===== src/design/dmseq_pkg.sv =====
package dmseq_pkg;

    localparam int MOTION_COUNT_DEF = 8;
    localparam int TIME_BITS_DEF    = 32;

    localparam int CMD_W  = 4;
    localparam int DUR_W  = 32;
    localparam int PCT_W  = 7;
    localparam int PINS_W = 4;
    localparam int TOT_W  = 32;
    localparam int CFG_W  = 2;

    localparam logic [PCT_W-1:0] PCT_MAX          = 7'd100;
    localparam logic [PCT_W-1:0] FORWARD_PCT_RST  = 7'd75;
    localparam logic [PCT_W-1:0] BACKWARD_PCT_RST = 7'd50;
    localparam logic [PCT_W-1:0] SPIN_PCT_RST     = 7'd40;

    typedef enum logic [CMD_W-1:0] {
        CMD_HALT      = 4'd0,
        CMD_FWD       = 4'd1,
        CMD_BWD       = 4'd2,
        CMD_SPIN_R    = 4'd3,
        CMD_SPIN_L    = 4'd4,
        CMD_PIV_FR    = 4'd5,
        CMD_PIV_FL    = 4'd6,
        CMD_PIV_BR    = 4'd7,
        CMD_PIV_BL    = 4'd8,
        CMD_TICK      = 4'd9,
        CMD_QUERY     = 4'd10
    } t_cmd;

    typedef enum logic [CFG_W-1:0] {
        CFG_FORWARD  = 2'd0,
        CFG_BACKWARD = 2'd1,
        CFG_SPIN     = 2'd2
    } t_cfg_idx;

    // Totals store operation for one item: read-modify-write or query read.
    typedef struct packed {
        logic             wr;
        logic             qry;
        logic [CMD_W-1:0] code;
    } t_mem_op;

    function automatic logic [PINS_W-1:0] pins_for(input logic [CMD_W-1:0] m);
        logic [PINS_W-1:0] p;
        unique case (m)
            CMD_FWD:    p = 4'd5;
            CMD_BWD:    p = 4'd10;
            CMD_SPIN_R: p = 4'd6;
            CMD_SPIN_L: p = 4'd9;
            CMD_PIV_FR: p = 4'd4;
            CMD_PIV_FL: p = 4'd1;
            CMD_PIV_BR: p = 4'd8;
            CMD_PIV_BL: p = 4'd2;
            default:    p = 4'd0;
        endcase
        return p;
    endfunction

    function automatic logic [PCT_W-1:0] clip_pct(input logic [PCT_W-1:0] v);
        return (v > PCT_MAX) ? PCT_MAX : v;
    endfunction

endpackage


===== src/design/dmseq_if.sv =====
interface dmseq_cmd_if;
    logic                          valid;
    logic                          ready;
    logic [dmseq_pkg::CMD_W-1:0]   command;
    logic [dmseq_pkg::DUR_W-1:0]   duration_ms;
    logic [dmseq_pkg::CMD_W-1:0]   query_motion;

    modport source (output valid, command, duration_ms, query_motion, input ready);
    modport sink   (input valid, command, duration_ms, query_motion, output ready);
endinterface

interface dmseq_res_if;
    logic                          valid;
    logic                          ready;
    logic [dmseq_pkg::PINS_W-1:0]  bridge_pins;
    logic [dmseq_pkg::PCT_W-1:0]   right_speed_pct;
    logic [dmseq_pkg::PCT_W-1:0]   left_speed_pct;
    logic [dmseq_pkg::CMD_W-1:0]   motion_now;
    logic [dmseq_pkg::TOT_W-1:0]   time_total_ms;
    logic                          timed_out;

    modport source (output valid, bridge_pins, right_speed_pct, left_speed_pct, motion_now,
                    time_total_ms, timed_out, input ready);
    modport sink   (input valid, bridge_pins, right_speed_pct, left_speed_pct, motion_now,
                    time_total_ms, timed_out, output ready);
endinterface

interface dmseq_cfg_if;
    logic                          valid;
    logic                          ready;
    logic [dmseq_pkg::CFG_W-1:0]   index;
    logic [dmseq_pkg::PCT_W-1:0]   data;

    modport source (output valid, index, data, input ready);
    modport sink   (input valid, index, data, output ready);
endinterface


===== src/design/differential_drive_motion_sequencer.sv =====
// Differential-drive motion sequencer: drives a two-wheel H-bridge.
//
// Channels:
//   i_cmd  - command transfers: halt, eight motions, millisecond tick, query.
//   o_res  - one result transfer per command: bridge pins, wheel speeds,
//            current motion, queried time total and a deadline-expiry flag.
//   i_cfg  - register writes (0 forward, 1 backward, 2 spin percent); always
//            ready, other indexes are dropped. Write only while idle.
// Path: a command moves from the transfer into stage 1, then into the
//   output register, which drives o_res.valid; a stall can hold it there.
// Throughput: one command per cycle while o_res is not stalled. Motion
//   state sits in registers; the per-motion totals sit in a small memory
//   with a registered read as the command is taken, written back one stage
//   later, forwarding a write to a same-entry read in the same cycle.
// Reset: motion halted, deadline expired, registers at 75/50/40 percent,
//   all totals read as zero (one valid bit per entry, no clearing pass).
// Stall: a result held on o_res keeps one more command in stage 1; after
//   that i_cmd.ready drops until the receiver takes the result.
module differential_drive_motion_sequencer #(
    parameter int MOTION_COUNT = dmseq_pkg::MOTION_COUNT_DEF,
    parameter int TIME_BITS    = dmseq_pkg::TIME_BITS_DEF
) (
    input  logic        i_clk,
    input  logic        i_rst_n,
    dmseq_cmd_if.sink   i_cmd,
    dmseq_res_if.source o_res,
    dmseq_cfg_if.sink   i_cfg
);
    import dmseq_pkg::*;

    // configuration registers
    logic [PCT_W-1:0] r_fwd_pct;
    logic [PCT_W-1:0] r_bwd_pct;
    logic [PCT_W-1:0] r_spin_pct;

    // handshake
    logic w_accept;
    logic w_advance;

    // core to store
    t_mem_op              w_op;
    logic [TIME_BITS-1:0] w_add;
    logic [CMD_W-1:0]     w_motion_next;
    logic                 w_timed;
    logic                 w_qry;
    logic [TIME_BITS-1:0] w_sum;
    logic [63:0]          w_sum_ext;

    // stage 1
    logic             r_s1_valid;
    logic [CMD_W-1:0] r_s1_motion;
    logic             r_s1_timed;

    // output register
    logic             r_out_valid;
    logic [PINS_W-1:0] r_out_pins;
    logic [PCT_W-1:0] r_out_right;
    logic [PCT_W-1:0] r_out_left;
    logic [CMD_W-1:0] r_out_motion;
    logic [TOT_W-1:0] r_out_total;
    logic             r_out_timed;

    logic [PCT_W-1:0] w_f;
    logic [PCT_W-1:0] w_b;
    logic [PCT_W-1:0] w_s;
    logic [PCT_W-1:0] w_right;
    logic [PCT_W-1:0] w_left;

    // stage 1 moves on when the output register is free or being emptied
    assign w_advance   = r_s1_valid && (!r_out_valid || o_res.ready);
    assign i_cmd.ready = !r_s1_valid || w_advance;
    assign w_accept    = i_cmd.valid && i_cmd.ready;
    assign i_cfg.ready = 1'b1;

    // config writes
    always_ff @(posedge i_clk) begin
        if (!i_rst_n) begin
            r_fwd_pct  <= FORWARD_PCT_RST;
            r_bwd_pct  <= BACKWARD_PCT_RST;
            r_spin_pct <= SPIN_PCT_RST;
        end else if (i_cfg.valid) begin
            unique case (i_cfg.index)
                CFG_FORWARD:  r_fwd_pct  <= i_cfg.data;
                CFG_BACKWARD: r_bwd_pct  <= i_cfg.data;
                CFG_SPIN:     r_spin_pct <= i_cfg.data;
                default:      r_fwd_pct  <= r_fwd_pct;
            endcase
        end
    end

    dmseq_core #(
        .MOTION_COUNT (MOTION_COUNT),
        .TIME_BITS    (TIME_BITS)
    ) u_core (
        .i_clk          (i_clk),
        .i_rst_n        (i_rst_n),
        .i_accept       (w_accept),
        .i_command      (i_cmd.command),
        .i_duration_ms  (i_cmd.duration_ms),
        .i_query_motion (i_cmd.query_motion),
        .o_op           (w_op),
        .o_add          (w_add),
        .o_motion_next  (w_motion_next),
        .o_timed        (w_timed)
    );

    dmseq_store #(
        .MOTION_COUNT (MOTION_COUNT),
        .TIME_BITS    (TIME_BITS)
    ) u_store (
        .i_clk     (i_clk),
        .i_rst_n   (i_rst_n),
        .i_accept  (w_accept),
        .i_op      (w_op),
        .i_add     (w_add),
        .i_advance (w_advance),
        .o_qry     (w_qry),
        .o_sum     (w_sum)
    );

    // stage 1: hold the post-command motion while the totals read completes
    always_ff @(posedge i_clk) begin
        if (!i_rst_n) begin
            r_s1_valid <= 1'b0;
        end else if (w_accept) begin
            r_s1_valid <= 1'b1;
        end else if (w_advance) begin
            r_s1_valid <= 1'b0;
        end
    end

    always_ff @(posedge i_clk) begin
        if (w_accept) begin
            r_s1_motion <= w_motion_next;
            r_s1_timed  <= w_timed;
        end
    end

    // wheel speeds from the live register values, clipped to 100
    assign w_f = clip_pct(r_fwd_pct);
    assign w_b = clip_pct(r_bwd_pct);
    assign w_s = clip_pct(r_spin_pct);

    always_comb begin
        w_right = '0;
        w_left  = '0;
        unique case (r_s1_motion)
            CMD_FWD:    begin w_right = w_f; w_left = w_f; end
            CMD_BWD:    begin w_right = w_b; w_left = w_b; end
            CMD_SPIN_R: begin w_right = w_s; w_left = w_s; end
            CMD_SPIN_L: begin w_right = w_s; w_left = w_s; end
            CMD_PIV_FR: begin w_right = '0;  w_left = w_f; end
            CMD_PIV_FL: begin w_right = w_f; w_left = '0;  end
            CMD_PIV_BR: begin w_right = '0;  w_left = w_b; end
            CMD_PIV_BL: begin w_right = w_b; w_left = '0;  end
            default:    begin w_right = '0;  w_left = '0;  end
        endcase
    end

    assign w_sum_ext = 64'(w_sum);

    // output register
    always_ff @(posedge i_clk) begin
        if (!i_rst_n) begin
            r_out_valid <= 1'b0;
        end else if (w_advance) begin
            r_out_valid <= 1'b1;
        end else if (o_res.ready) begin
            r_out_valid <= 1'b0;
        end
    end

    always_ff @(posedge i_clk) begin
        if (w_advance) begin
            r_out_pins   <= pins_for(r_s1_motion);
            r_out_right  <= w_right;
            r_out_left   <= w_left;
            r_out_motion <= r_s1_motion;
            r_out_total  <= w_qry ? w_sum_ext[TOT_W-1:0] : '0;
            r_out_timed  <= r_s1_timed;
        end
    end

    assign o_res.valid           = r_out_valid;
    assign o_res.bridge_pins     = r_out_pins;
    assign o_res.right_speed_pct = r_out_right;
    assign o_res.left_speed_pct  = r_out_left;
    assign o_res.motion_now      = r_out_motion;
    assign o_res.time_total_ms   = r_out_total;
    assign o_res.timed_out       = r_out_timed;

`ifndef SYNTHESIS
    // an expiry always leaves the drive halted
    a_timed_halts: assert property (@(posedge i_clk) disable iff (!i_rst_n)
        o_res.valid && o_res.timed_out |-> o_res.motion_now == CMD_HALT)
        else $error("timed_out with a running motion");

    // only a query carries a time total
    a_total_only_query: assert property (@(posedge i_clk) disable iff (!i_rst_n)
        w_advance && !w_qry |=> o_res.time_total_ms == '0)
        else $error("time total on a non-query result");

    // the motion code stays within the configured set
    a_motion_range: assert property (@(posedge i_clk) disable iff (!i_rst_n)
        o_res.valid |-> o_res.motion_now <= CMD_W'(MOTION_COUNT))
        else $error("motion code out of range");
`endif

endmodule


===== src/design/dmseq_core.sv =====
module dmseq_core #(
    parameter int MOTION_COUNT = dmseq_pkg::MOTION_COUNT_DEF,
    parameter int TIME_BITS    = dmseq_pkg::TIME_BITS_DEF
) (
    input  logic                          i_clk,
    input  logic                          i_rst_n,
    input  logic                          i_accept,
    input  logic [dmseq_pkg::CMD_W-1:0]   i_command,
    input  logic [dmseq_pkg::DUR_W-1:0]   i_duration_ms,
    input  logic [dmseq_pkg::CMD_W-1:0]   i_query_motion,
    output dmseq_pkg::t_mem_op            o_op,
    output logic [TIME_BITS-1:0]          o_add,
    output logic [dmseq_pkg::CMD_W-1:0]   o_motion_next,
    output logic                          o_timed
);
    import dmseq_pkg::*;

    localparam logic [CMD_W-1:0] MOTION_LAST = CMD_W'(MOTION_COUNT);

    logic [CMD_W-1:0]     r_motion,  n_motion;
    logic [TIME_BITS-1:0] r_elapsed, n_elapsed;
    logic [TIME_BITS-1:0] r_deadline, n_deadline;
    logic [TIME_BITS-1:0] w_el_inc;
    logic [TIME_BITS-1:0] w_dl_dec;
    logic [63:0]          w_dur_ext;
    logic                 w_is_motion;

    assign w_dur_ext   = 64'(i_duration_ms);
    assign w_el_inc    = r_elapsed + TIME_BITS'(1);
    assign w_dl_dec    = (r_deadline != '0) ? (r_deadline - TIME_BITS'(1)) : r_deadline;
    assign w_is_motion = (i_command >= CMD_FWD) && (i_command <= CMD_PIV_BL)
                         && (i_command <= MOTION_LAST);

    always_comb begin
        n_motion   = r_motion;
        n_elapsed  = r_elapsed;
        n_deadline = r_deadline;
        o_op       = '0;
        o_add      = r_elapsed;
        o_timed    = 1'b0;
        priority if (i_command == CMD_HALT) begin
            if (r_motion != CMD_HALT) begin
                o_op.wr   = 1'b1;
                o_op.code = r_motion;
                n_motion  = CMD_HALT;
                n_elapsed = '0;
            end
        end else if (w_is_motion) begin
            if (r_motion != i_command) begin
                o_op.wr   = (r_motion != CMD_HALT);
                o_op.code = r_motion;
                n_motion  = i_command;
                n_elapsed = '0;
            end
            if (i_duration_ms != '0) begin
                n_deadline = w_dur_ext[TIME_BITS-1:0];
            end
        end else if (i_command == CMD_TICK) begin
            n_deadline = w_dl_dec;
            if ((w_dl_dec == '0) && (r_motion != CMD_HALT)) begin
                // deadline expired: fold the running interval into its total
                o_op.wr   = 1'b1;
                o_op.code = r_motion;
                o_add     = w_el_inc;
                n_motion  = CMD_HALT;
                n_elapsed = '0;
                o_timed   = 1'b1;
            end else begin
                n_elapsed = w_el_inc;
            end
        end else if (i_command == CMD_QUERY) begin
            if ((i_query_motion != CMD_HALT) && (i_query_motion <= MOTION_LAST)) begin
                o_op.qry  = 1'b1;
                o_op.code = i_query_motion;
                o_add     = (r_motion == i_query_motion) ? r_elapsed : '0;
            end
        end else begin
            n_motion = r_motion;
        end
    end

    assign o_motion_next = n_motion;

    always_ff @(posedge i_clk) begin
        if (!i_rst_n) begin
            r_motion   <= CMD_HALT;
            r_elapsed  <= '0;
            r_deadline <= '0;
        end else if (i_accept) begin
            r_motion   <= n_motion;
            r_elapsed  <= n_elapsed;
            r_deadline <= n_deadline;
        end
    end

endmodule


===== src/design/dmseq_store.sv =====
module dmseq_store #(
    parameter int MOTION_COUNT = dmseq_pkg::MOTION_COUNT_DEF,
    parameter int TIME_BITS    = dmseq_pkg::TIME_BITS_DEF
) (
    input  logic                  i_clk,
    input  logic                  i_rst_n,
    input  logic                  i_accept,
    input  dmseq_pkg::t_mem_op    i_op,
    input  logic [TIME_BITS-1:0]  i_add,
    input  logic                  i_advance,
    output logic                  o_qry,
    output logic [TIME_BITS-1:0]  o_sum
);
    import dmseq_pkg::*;

    localparam int IDX_W = (MOTION_COUNT > 1) ? $clog2(MOTION_COUNT) : 1;
    localparam logic [CMD_W-1:0] MOTION_LAST = CMD_W'(MOTION_COUNT);

    logic [TIME_BITS-1:0] r_mem [MOTION_COUNT];
    logic [MOTION_COUNT-1:0] r_vld;

    logic [TIME_BITS-1:0] r_rd_data;
    logic                 r_rd_vld;
    logic                 r_fwd_hit;
    logic [TIME_BITS-1:0] r_fwd_data;
    t_mem_op              r_op;
    logic [IDX_W-1:0]     r_idx;
    logic [TIME_BITS-1:0] r_add;

    logic [CMD_W-1:0]     w_code_m1;
    logic [IDX_W-1:0]     w_rd_idx;
    logic                 w_wr_now;
    logic [TIME_BITS-1:0] w_base;

    assign w_code_m1 = i_op.code - CMD_W'(1);
    assign w_rd_idx  = ((i_op.code != CMD_HALT) && (i_op.code <= MOTION_LAST))
                       ? w_code_m1[IDX_W-1:0] : '0;

    // the stage-1 item updates its entry as it moves to the output register
    assign w_wr_now = i_advance && r_op.wr;

    // an entry never written reads as zero through its cleared valid bit
    assign w_base = r_fwd_hit ? r_fwd_data : (r_rd_vld ? r_rd_data : '0);
    assign o_sum  = w_base + r_add;
    assign o_qry  = r_op.qry;

    always_ff @(posedge i_clk) begin
        if (w_wr_now) begin
            r_mem[r_idx] <= o_sum;
        end
        if (i_accept) begin
            r_rd_data  <= r_mem[w_rd_idx];
            r_fwd_hit  <= w_wr_now && (r_idx == w_rd_idx);
            r_fwd_data <= o_sum;
            r_op       <= i_op;
            r_idx      <= w_rd_idx;
            r_add      <= i_add;
        end
    end

    always_ff @(posedge i_clk) begin
        if (!i_rst_n) begin
            r_vld    <= '0;
            r_rd_vld <= 1'b0;
        end else begin
            if (w_wr_now) begin
                r_vld[r_idx] <= 1'b1;
            end
            if (i_accept) begin
                r_rd_vld <= r_vld[w_rd_idx];
            end
        end
    end

endmodule


===== src/flat_wrapper.sv =====
// flat-port wrapper written by rule: the top's interface ports become plain ports
module differential_drive_motion_sequencer_flat import dmseq_pkg::*;
#(
    parameter int MOTION_COUNT = dmseq_pkg::MOTION_COUNT_DEF,
    parameter int TIME_BITS    = dmseq_pkg::TIME_BITS_DEF
)
  (i_clk, i_rst_n, i_cmd_valid, i_cmd_command, i_cmd_duration_ms, i_cmd_query_motion, i_cmd_ready, o_res_valid, o_res_bridge_pins, o_res_right_speed_pct, o_res_left_speed_pct, o_res_motion_now, o_res_time_total_ms, o_res_timed_out, o_res_ready, i_cfg_valid, i_cfg_index, i_cfg_data, i_cfg_ready);
  dmseq_cmd_if i_cmd_i ();
  dmseq_res_if o_res_i ();
  dmseq_cfg_if i_cfg_i ();
  input  logic i_clk;
  input  logic i_rst_n;
  input wire logic [$bits(i_cmd_i.valid)-1:0] i_cmd_valid;
  input wire logic [$bits(i_cmd_i.command)-1:0] i_cmd_command;
  input wire logic [$bits(i_cmd_i.duration_ms)-1:0] i_cmd_duration_ms;
  input wire logic [$bits(i_cmd_i.query_motion)-1:0] i_cmd_query_motion;
  output wire logic [$bits(i_cmd_i.ready)-1:0] i_cmd_ready;
  output wire logic [$bits(o_res_i.valid)-1:0] o_res_valid;
  output wire logic [$bits(o_res_i.bridge_pins)-1:0] o_res_bridge_pins;
  output wire logic [$bits(o_res_i.right_speed_pct)-1:0] o_res_right_speed_pct;
  output wire logic [$bits(o_res_i.left_speed_pct)-1:0] o_res_left_speed_pct;
  output wire logic [$bits(o_res_i.motion_now)-1:0] o_res_motion_now;
  output wire logic [$bits(o_res_i.time_total_ms)-1:0] o_res_time_total_ms;
  output wire logic [$bits(o_res_i.timed_out)-1:0] o_res_timed_out;
  input wire logic [$bits(o_res_i.ready)-1:0] o_res_ready;
  input wire logic [$bits(i_cfg_i.valid)-1:0] i_cfg_valid;
  input wire logic [$bits(i_cfg_i.index)-1:0] i_cfg_index;
  input wire logic [$bits(i_cfg_i.data)-1:0] i_cfg_data;
  output wire logic [$bits(i_cfg_i.ready)-1:0] i_cfg_ready;
  assign i_cmd_i.valid = i_cmd_valid;
  assign i_cmd_i.command = i_cmd_command;
  assign i_cmd_i.duration_ms = i_cmd_duration_ms;
  assign i_cmd_i.query_motion = i_cmd_query_motion;
  assign i_cmd_ready = i_cmd_i.ready;
  assign o_res_valid = o_res_i.valid;
  assign o_res_bridge_pins = o_res_i.bridge_pins;
  assign o_res_right_speed_pct = o_res_i.right_speed_pct;
  assign o_res_left_speed_pct = o_res_i.left_speed_pct;
  assign o_res_motion_now = o_res_i.motion_now;
  assign o_res_time_total_ms = o_res_i.time_total_ms;
  assign o_res_timed_out = o_res_i.timed_out;
  assign o_res_i.ready = o_res_ready;
  assign i_cfg_i.valid = i_cfg_valid;
  assign i_cfg_i.index = i_cfg_index;
  assign i_cfg_i.data = i_cfg_data;
  assign i_cfg_ready = i_cfg_i.ready;
  differential_drive_motion_sequencer #(.MOTION_COUNT(MOTION_COUNT), .TIME_BITS(TIME_BITS)) u_core (.i_clk(i_clk), .i_rst_n(i_rst_n), .i_cmd(i_cmd_i), .o_res(o_res_i), .i_cfg(i_cfg_i));
endmodule

===== config.mk =====
export PLATFORM = sky130hd
export DESIGN_NAME = differential_drive_motion_sequencer_flat
export DESIGN_NICKNAME = d
export VERILOG_FILES = /design/src/design/dmseq_pkg.sv /design/src/design/dmseq_if.sv /design/src/design/differential_drive_motion_sequencer.sv /design/src/design/dmseq_core.sv /design/src/design/dmseq_store.sv /design/src/flat_wrapper.sv
export SDC_FILE = /design/constraint.sdc
export NUM_CORES = 1
export LEC_CHECK = 0
export ABC_AREA = 1
export BUFFER_PORTS_ARGS = -buffer_cell sky130_fd_sc_hd__buf_2
export CAP_MARGIN = 25
export CORE_MARGIN = 2
export CORE_UTILIZATION = 65
export DETAILED_ROUTE_END_ITERATION = 8
export PLACE_DENSITY = 0.8
export SLEW_MARGIN = 20
export SYNTH_ARGS = -nofsm -noshare
export SYNTH_HDL_FRONTEND = slang
export SYNTH_HIERARCHICAL = 1
export SYNTH_SLANG_ARGS = --single-unit
export TNS_END_PERCENT = 1

===== constraint.sdc =====
create_clock -name i_clk -period 17.17 [get_ports i_clk]
set_input_delay 5.151 -clock i_clk [delete_from_list [all_inputs] [get_ports i_clk]]
set_output_delay 5.151 -clock i_clk [all_outputs]
set_load 0.01 [all_outputs]

==> metrics.cfg, run 1 <==
[route]
routed_wl_um = 63380
drtIter0Drc = 1700
drc_errors = 0
vias = 19590
first_pass_iters = 7
drtAntennaViolNets = 0
wl_per_cell_um = 18.85
vias_per_cell = 5.827

[worst_setup_path]
required_ns = 12.02
path_class = input pin to primary output
start_kind = input pin
cp_max_fo = 3
setup.worst_path.end_class = primary output
arrival_ns = 5.65

[placed_design]
dp.cells = 3273
portBuffers = 110
hpwl_um = 41440
routabilityCongestion = 0.9490

[min_path]
holdCritPathClass = flip-flop to flip-flop

[synth]
syn-num-nets = 2817
yosysWarningCount = 6
ys.flop_type = edfxtp_1
ys_seq_area_frac = 0.5775
async_flop_share = 0
synth_cell_type_count = 45
avgSynthCellArea_um2 = 9.269
ys_ff_latch = 518
synth-edff-count = 418
syn_inst = 2719
netlist_area_um2 = 25200

[finish]
final_cells = 3362
nFillCells = 2836
drive_above_1_share = 0.09634
diodes = 0
layout_commonest_cell = nand2_1
area_delta_synth_final_pct = 10.08
mostFrequentLayoutCells = nand2_1, edfxtp_1, nor2_1
layout.nets = 2905

[timing]
rsz0062_at_grt = no
fin_crit_sh = 0.6293
timing.fmax_mhz = 92.55
min_period_ns = 10.80
slew_violations = 0
hold_viol = 0
slew_headroom = 0.3073
fin_skew_ns = 0.02290
worst_slew_pin_slew_ns = 1.039
setup-violations-final = 0
tns_ns = 0

[outcome]
status = finished, final reports clean

[global_routing]
grt_max_degree = 90
grt_antenna_before_repair = 0
track_usage = 0.3141
grt_pass1_vias = 18920
grt.overflow.total = 0
grt_pass1_wl_um = 99680

[pwr]
p_leak_nw = 11.31
power_mw = 3.117
powerDensity_nw_per_um2 = 112.3
ir_drop_mv = 0.08966

[clock_tree]
cts_buffer_depth = 3
clkLatencyLatePin_ns = 0.59
root_buffer = clkbuf_16
postCtsSetupBuffers = 0
h-tree-depth = 2
cts_hold_buf = 0
clock-sinks = 518
cts_resized = 0
cts_tree = yes
clk_pin_slew_ns = 0.06
numCtsBuffers = 50

[floorplanning]
initial_core_util = 0.6552
coreArea_um2 = 38470
die_w_um = 200.9
boundaryPins = 112
fp.dieH_um = 200.9
die_area_um2 = 40360
rows = 72

[flow_run]
cap_violations = 0

-- stage by stage --
step / util / worst slack (ns) / cell area [um2] / hold slack, ns
floorplan: - / 6.665 / 25200 / 0.4003
global placement: 0.6802 / 6.387 / 26160 / 0.4493
detailed placement: 0.6802 / 6.366 / 26160 / 0.4538
CTS: 0.7212 / 6.365 / 27740 / 0.4742
global route: 0.7212 / 6.327 / 27740 / 0.4938
finish: 0.7212 / 6.365 / 27740 / 0.4749
-- cell families (layout without fill, tap and decap cells) --
logic type	count (synthesis)	after routing	share of synthesized area
buffers and inverters	372	497	0.06141
xor gates and xnor gates	63	63	0.02189
AOI/OAI and AO/OA	514	514	0.1176
other	1	1	0.0001488
DFF	518	518	0.5775
and+or+nand+nor	1207	1207	0.1993
adders and majority gates	44	44	0.02214
-- sequential cells by signal, summed over array words and instances (netlist names), 3 cells and up --
signal and count:
u_core/u_store/r_idx 3, u_core/r_s1_motion 4, u_core/u_store/r_add 32, u_core/r_fwd_pct 7, u_core/o_res.right_speed_pct 7, u_core/o_res.bridge_pins 4
u_core/u_core/r_elapsed 32, u_core/u_store/r_vld 8, u_core/u_store/r_rd_data 32, u_core/u_core/r_deadline 32, u_core/r_spin_pct 7, u_core/r_bwd_pct 7
u_core/u_store/r_mem 256, u_core/u_store/r_fwd_data 32, u_core/u_core/r_motion 4, u_core/o_res.time_total_ms 32, u_core/o_res.left_speed_pct 7, u_core/o_res.motion_now 4
-- layer usage --
| layer | vias up | track usage | routed length, um |
|---|---|---|---|
| met5 | - | 0 | 0 |
| li1 | 9372 | - | - |
| met1 | 9296 | 0.4165 | 26460 |
| met2 | 784 | 0.5329 | 30380 |
| met4 | 0 | 0.1056 | 2015 |
| met3 | 137 | 0.04789 | 4522 |
-- Yosys cell counts, types with 3 or more instances --
cell      number  area share
nand3_2        3      0.0012
buf_2         31      0.0062
o221ai_1       4      0.0014
o21a_1        22      0.0066
inv_2          8      0.0012
or2_1          3     0.00074
edfxtp_1     418        0.50
nand3_1      106       0.021
nor3_1        27      0.0054
o22ai_1       10      0.0025
o21bai_1       3     0.00089
nor2_4         7      0.0031
inv_1        265       0.039
dfxtp_1      100       0.079
nand2_1      675        0.10
nor2_1       297       0.044
or2_2         14      0.0035
nor4_1        11      0.0027
o211ai_1      64       0.019
a21oi_1      134       0.027
clkbuf_1      46      0.0069
xnor2_1       17      0.0059
o21ai_1       39      0.0077
a31oi_1        5      0.0012
a22o_1        31       0.011
ha_1          43       0.021
buf_6          9      0.0040
nand2_2       12      0.0030
or2_0         19      0.0047
xor2_1        46       0.016
nor2_2         5      0.0012
o21ai_0      199       0.040
buf_4         12      0.0036
nand4_1       22      0.0055
-- final timing paths --
kind                               start  depth (start not counted)  slack [ns]                          end
min reg2reg      u_core/u_store/r_vld[6]                          2        0.47      u_core/u_store/r_vld[6]
max reg2reg  u_core/u_core/r_deadline[0]                         27       10.67  u_core/u_store/r_rd_data[7]
min              u_core/u_store/r_vld[6]                          2        0.47      u_core/u_store/r_vld[6]
max                          o_res_ready                          4        6.37                  i_cmd_ready
-- layout make-up --
class,count,area (um2),area share
clock buffers,65,1338,0.04821
clock inverters,24,240.2,0.008660
inverters,274,1033,0.03725
multi-input cells,1829,9198,0.3315
flip-flops and latches,518,14550,0.5246
well taps,518,648.1,0.02336
repair buffers,134,730.7,0.02634
-- critical path: stages --
cell and delay (ns):
buf_2 0.09, inv_1 0.11, nand3_1 0.13, buf_2 0.17
-- power breakdown --
| group | switching (mW) | total, mW | internal [mW] |
|---|---|---|---|
| combinational | 0.393 | 0.547 | 0.154 |
| sequential | 0.0323 | 1.50 | 1.47 |
| clock | 0.458 | 1.07 | 0.610 |
| total | 0.883 | 3.12 | 2.23 |
No activity file was read; power rests on OpenSTA's default activity.
==> run 2, diff against run 1 <==
Settings changed: CORE_UTILIZATION 65 to 56, PLACE_DENSITY 0.8 to 0.72.
Clock period 17.17 ns to 9.2 ns, I/O delays scaled along.
==> run 2 against run 1 <==
Combinational power grew 85%. Final cell count grew 2.4%. Largest power group unchanged. Hold slack lost 0.0058 ns. Non-clock buffer count is the same. Critical path depth grew 17. Critical endpoint is now u_core/u_store/r_rd_data[26]. Clock power grew 96%. Worst setup slack lost 3.8 ns. Highest routed layer unchanged.
==> metrics.cfg, run 2 (synthesized netlist as in run 1, its figures left out) <==
[global_routing]
grt_max_degree = 96
grt_antenna_before_repair = 2
grt_pass1_wl_um = 99730
grt.overflow.total = 0
grt_pass1_vias = 18290
track_usage = 0.2714

[timing]
slew_headroom = 0.3156
slew_violations = 0
hold_viol = 0
fin_crit_sh = 0.7222
timing.fmax_mhz = 150.5
worst_slew_pin_slew_ns = 1.027
rsz0062_at_grt = no
min_period_ns = 6.644
fin_skew_ns = 0.01806
tns_ns = 0
setup-violations-final = 0

[finish]
layout_commonest_cell = nand2_1
area_delta_synth_final_pct = 10.95
largest_reg_flops = 256
top_register = u_core/u_store/r_mem
mostFrequentLayoutCells = nand2_1, edfxtp_1, nor2_1
layout.nets = 2909
drive_above_1_share = 0.09572
diodes = 0

[route]
drtAntennaViolNets = 0
vias_per_cell = 5.637
routed_wl_um = 63310
first_pass_iters = 5
vias = 19410
wl_met2_um = 29470
met1Wirelength_um = 27690
drc_errors = 0
wl_met3_um = 4177
top_layer = met4
wl_per_cell_um = 18.38
drtIter0Drc = 1802

[worst_setup_path]
worstReg2RegStart = u_core/u_core/r_deadline[0]
required_ns = 9.54
setup.worst_path.end_class = flip-flop
timing.rr.end = u_core/u_store/r_rd_data[26]
start_kind = input pin
r2r_setup_slack_ns = 3.21
cp_max_fo = 95
worstRegToRegCells = 27
path_class = input pin to flip-flop
arrival_ns = 6.98

[pwr]
internal-power_mw = 4.258
p_leak_nw = 11.36
clkPwrFrac = 0.355
switching_share = 0.2809
p_comb_frac = 0.171
powerDensity_nw_per_um2 = 211.8
ir_drop_mv = 0.1439
seq_power_share = 0.474
switching_power_mw = 1.663
power_mw = 5.921

[clock_tree]
clock-sinks = 518
postCtsSetupBuffers = 0
clkLatencyLatePin_ns = 0.60
cts_buffer_depth = 3
cts_tree = yes
root_buffer = clkbuf_16
clk_pin_slew_ns = 0.06
h-tree-depth = 2
cts_resized = 0
cts_hold_buf = 0
numCtsBuffers = 54

[floorplanning]
coreArea_um2 = 44320
rows = 77
initial_core_util = 0.5687
die_w_um = 216.1
die_area_um2 = 46720
boundaryPins = 112
fp.dieH_um = 216.1

[placed_design]
routabilityCongestion = 0.9923
hpwl_um = 42470
portBuffers = 110

[flow_run]
cap_violations = 0

[min_path]
worstHoldStart = u_core/u_store/r_vld[3]
whs_endpoint = u_core/u_store/r_vld[3]
holdCritPathClass = flip-flop to flip-flop
min_path_cells = 2

[outcome]
status = finished, final reports clean

## run 2: changes by cell type in the layout (fill, tap and decap cells not counted), sizes merged
cell / change
bufinv: +1
clkbuf: +4
clkinv: +6
clkinvlp: -2
inv: -1
## run 2: per-layer routing
layer / global-route usage / up-vias
li1: - / 9383
met1: 0.3821 / 9191
met2: 0.4372 / 713
met3: 0.03761 / 127
met4: 0.08904 / 0
met5: 0 / -
## run 2: worst max-delay path by stage
stage | end | start | depth (start not counted) | slack (ns)
2_1_floorplan | u_core/u_store/r_mem[2][0] | o_res_ready | 6 | 1.27
3_3_place_gp | u_core/u_store/r_rd_data[12] | i_cmd_command[3] | 21 | 2.16
3_5_place_dp | u_core/u_store/r_rd_data[26] | i_cmd_command[3] | 21 | 1.94
4_1_cts | u_core/u_store/r_rd_data[26] | i_cmd_command[3] | 21 | 2.56
5_1_grt | u_core/u_store/r_rd_data[13] | i_cmd_command[3] | 21 | 2.13
6_report | u_core/u_store/r_rd_data[26] | i_cmd_command[3] | 21 | 2.56
## run 2: layout make-up
type / count / area [um2]
fill: 3705 / 16360
sequential: 518 / 14550
multi-input combinational: 1829 / 9198
clock buffer: 69 / 1418
inverter: 274 / 1033
timing repair buffer: 134 / 743.2
tap: 592 / 740.7
clock inverter: 28 / 274.0
## run 2: worst max-delay path: stages
cell,delay [ns]
buf_2,0.11
inv_2,0.08
nor2_1,0.15
inv_1,0.08
nor3_2,0.11
buf_4,0.25
nand3_2,0.43
nand2_1,0.18
inv_1,0.09
o21ai_1,0.18
inv_1,0.15
ha_1,0.25
nand2_2,0.15
nand3_4,0.42
inv_4,0.69
buf_12,0.40
a21oi_1,0.12
o21ai_0,0.12
nand2_1,0.07
nand2_1,0.06
nand2_1,0.05
## run 2: per-stage QoR
step           setup slack, ns  cells  hold slack, ns  utilization  area [um2]
2_1_floorplan            1.271   2719          0.4003            -       25200
3_3_place_gp             2.158   3347          0.4494       0.5927       26270
3_5_place_dp             1.943   3347          0.4596       0.5927       26270
4_1_cts                  2.565   3444          0.4725       0.6309       27960
5_1_grt                  2.134   3444          0.4983       0.6309       27960
6_report                 2.556   3444          0.4692       0.6309       27960
## run 2: power by group through the flow
stage          sequential, mW  clock (mW)  combinational, mW
3_5_place_dp             2.85           0               1.00
4_1_cts                  2.81        2.14               1.01
3_3_place_gp             2.85           0              0.984
5_1_grt                  2.81        2.22               1.14
6_report                 2.81        2.10               1.01
2_1_floorplan            2.84           0              0.721
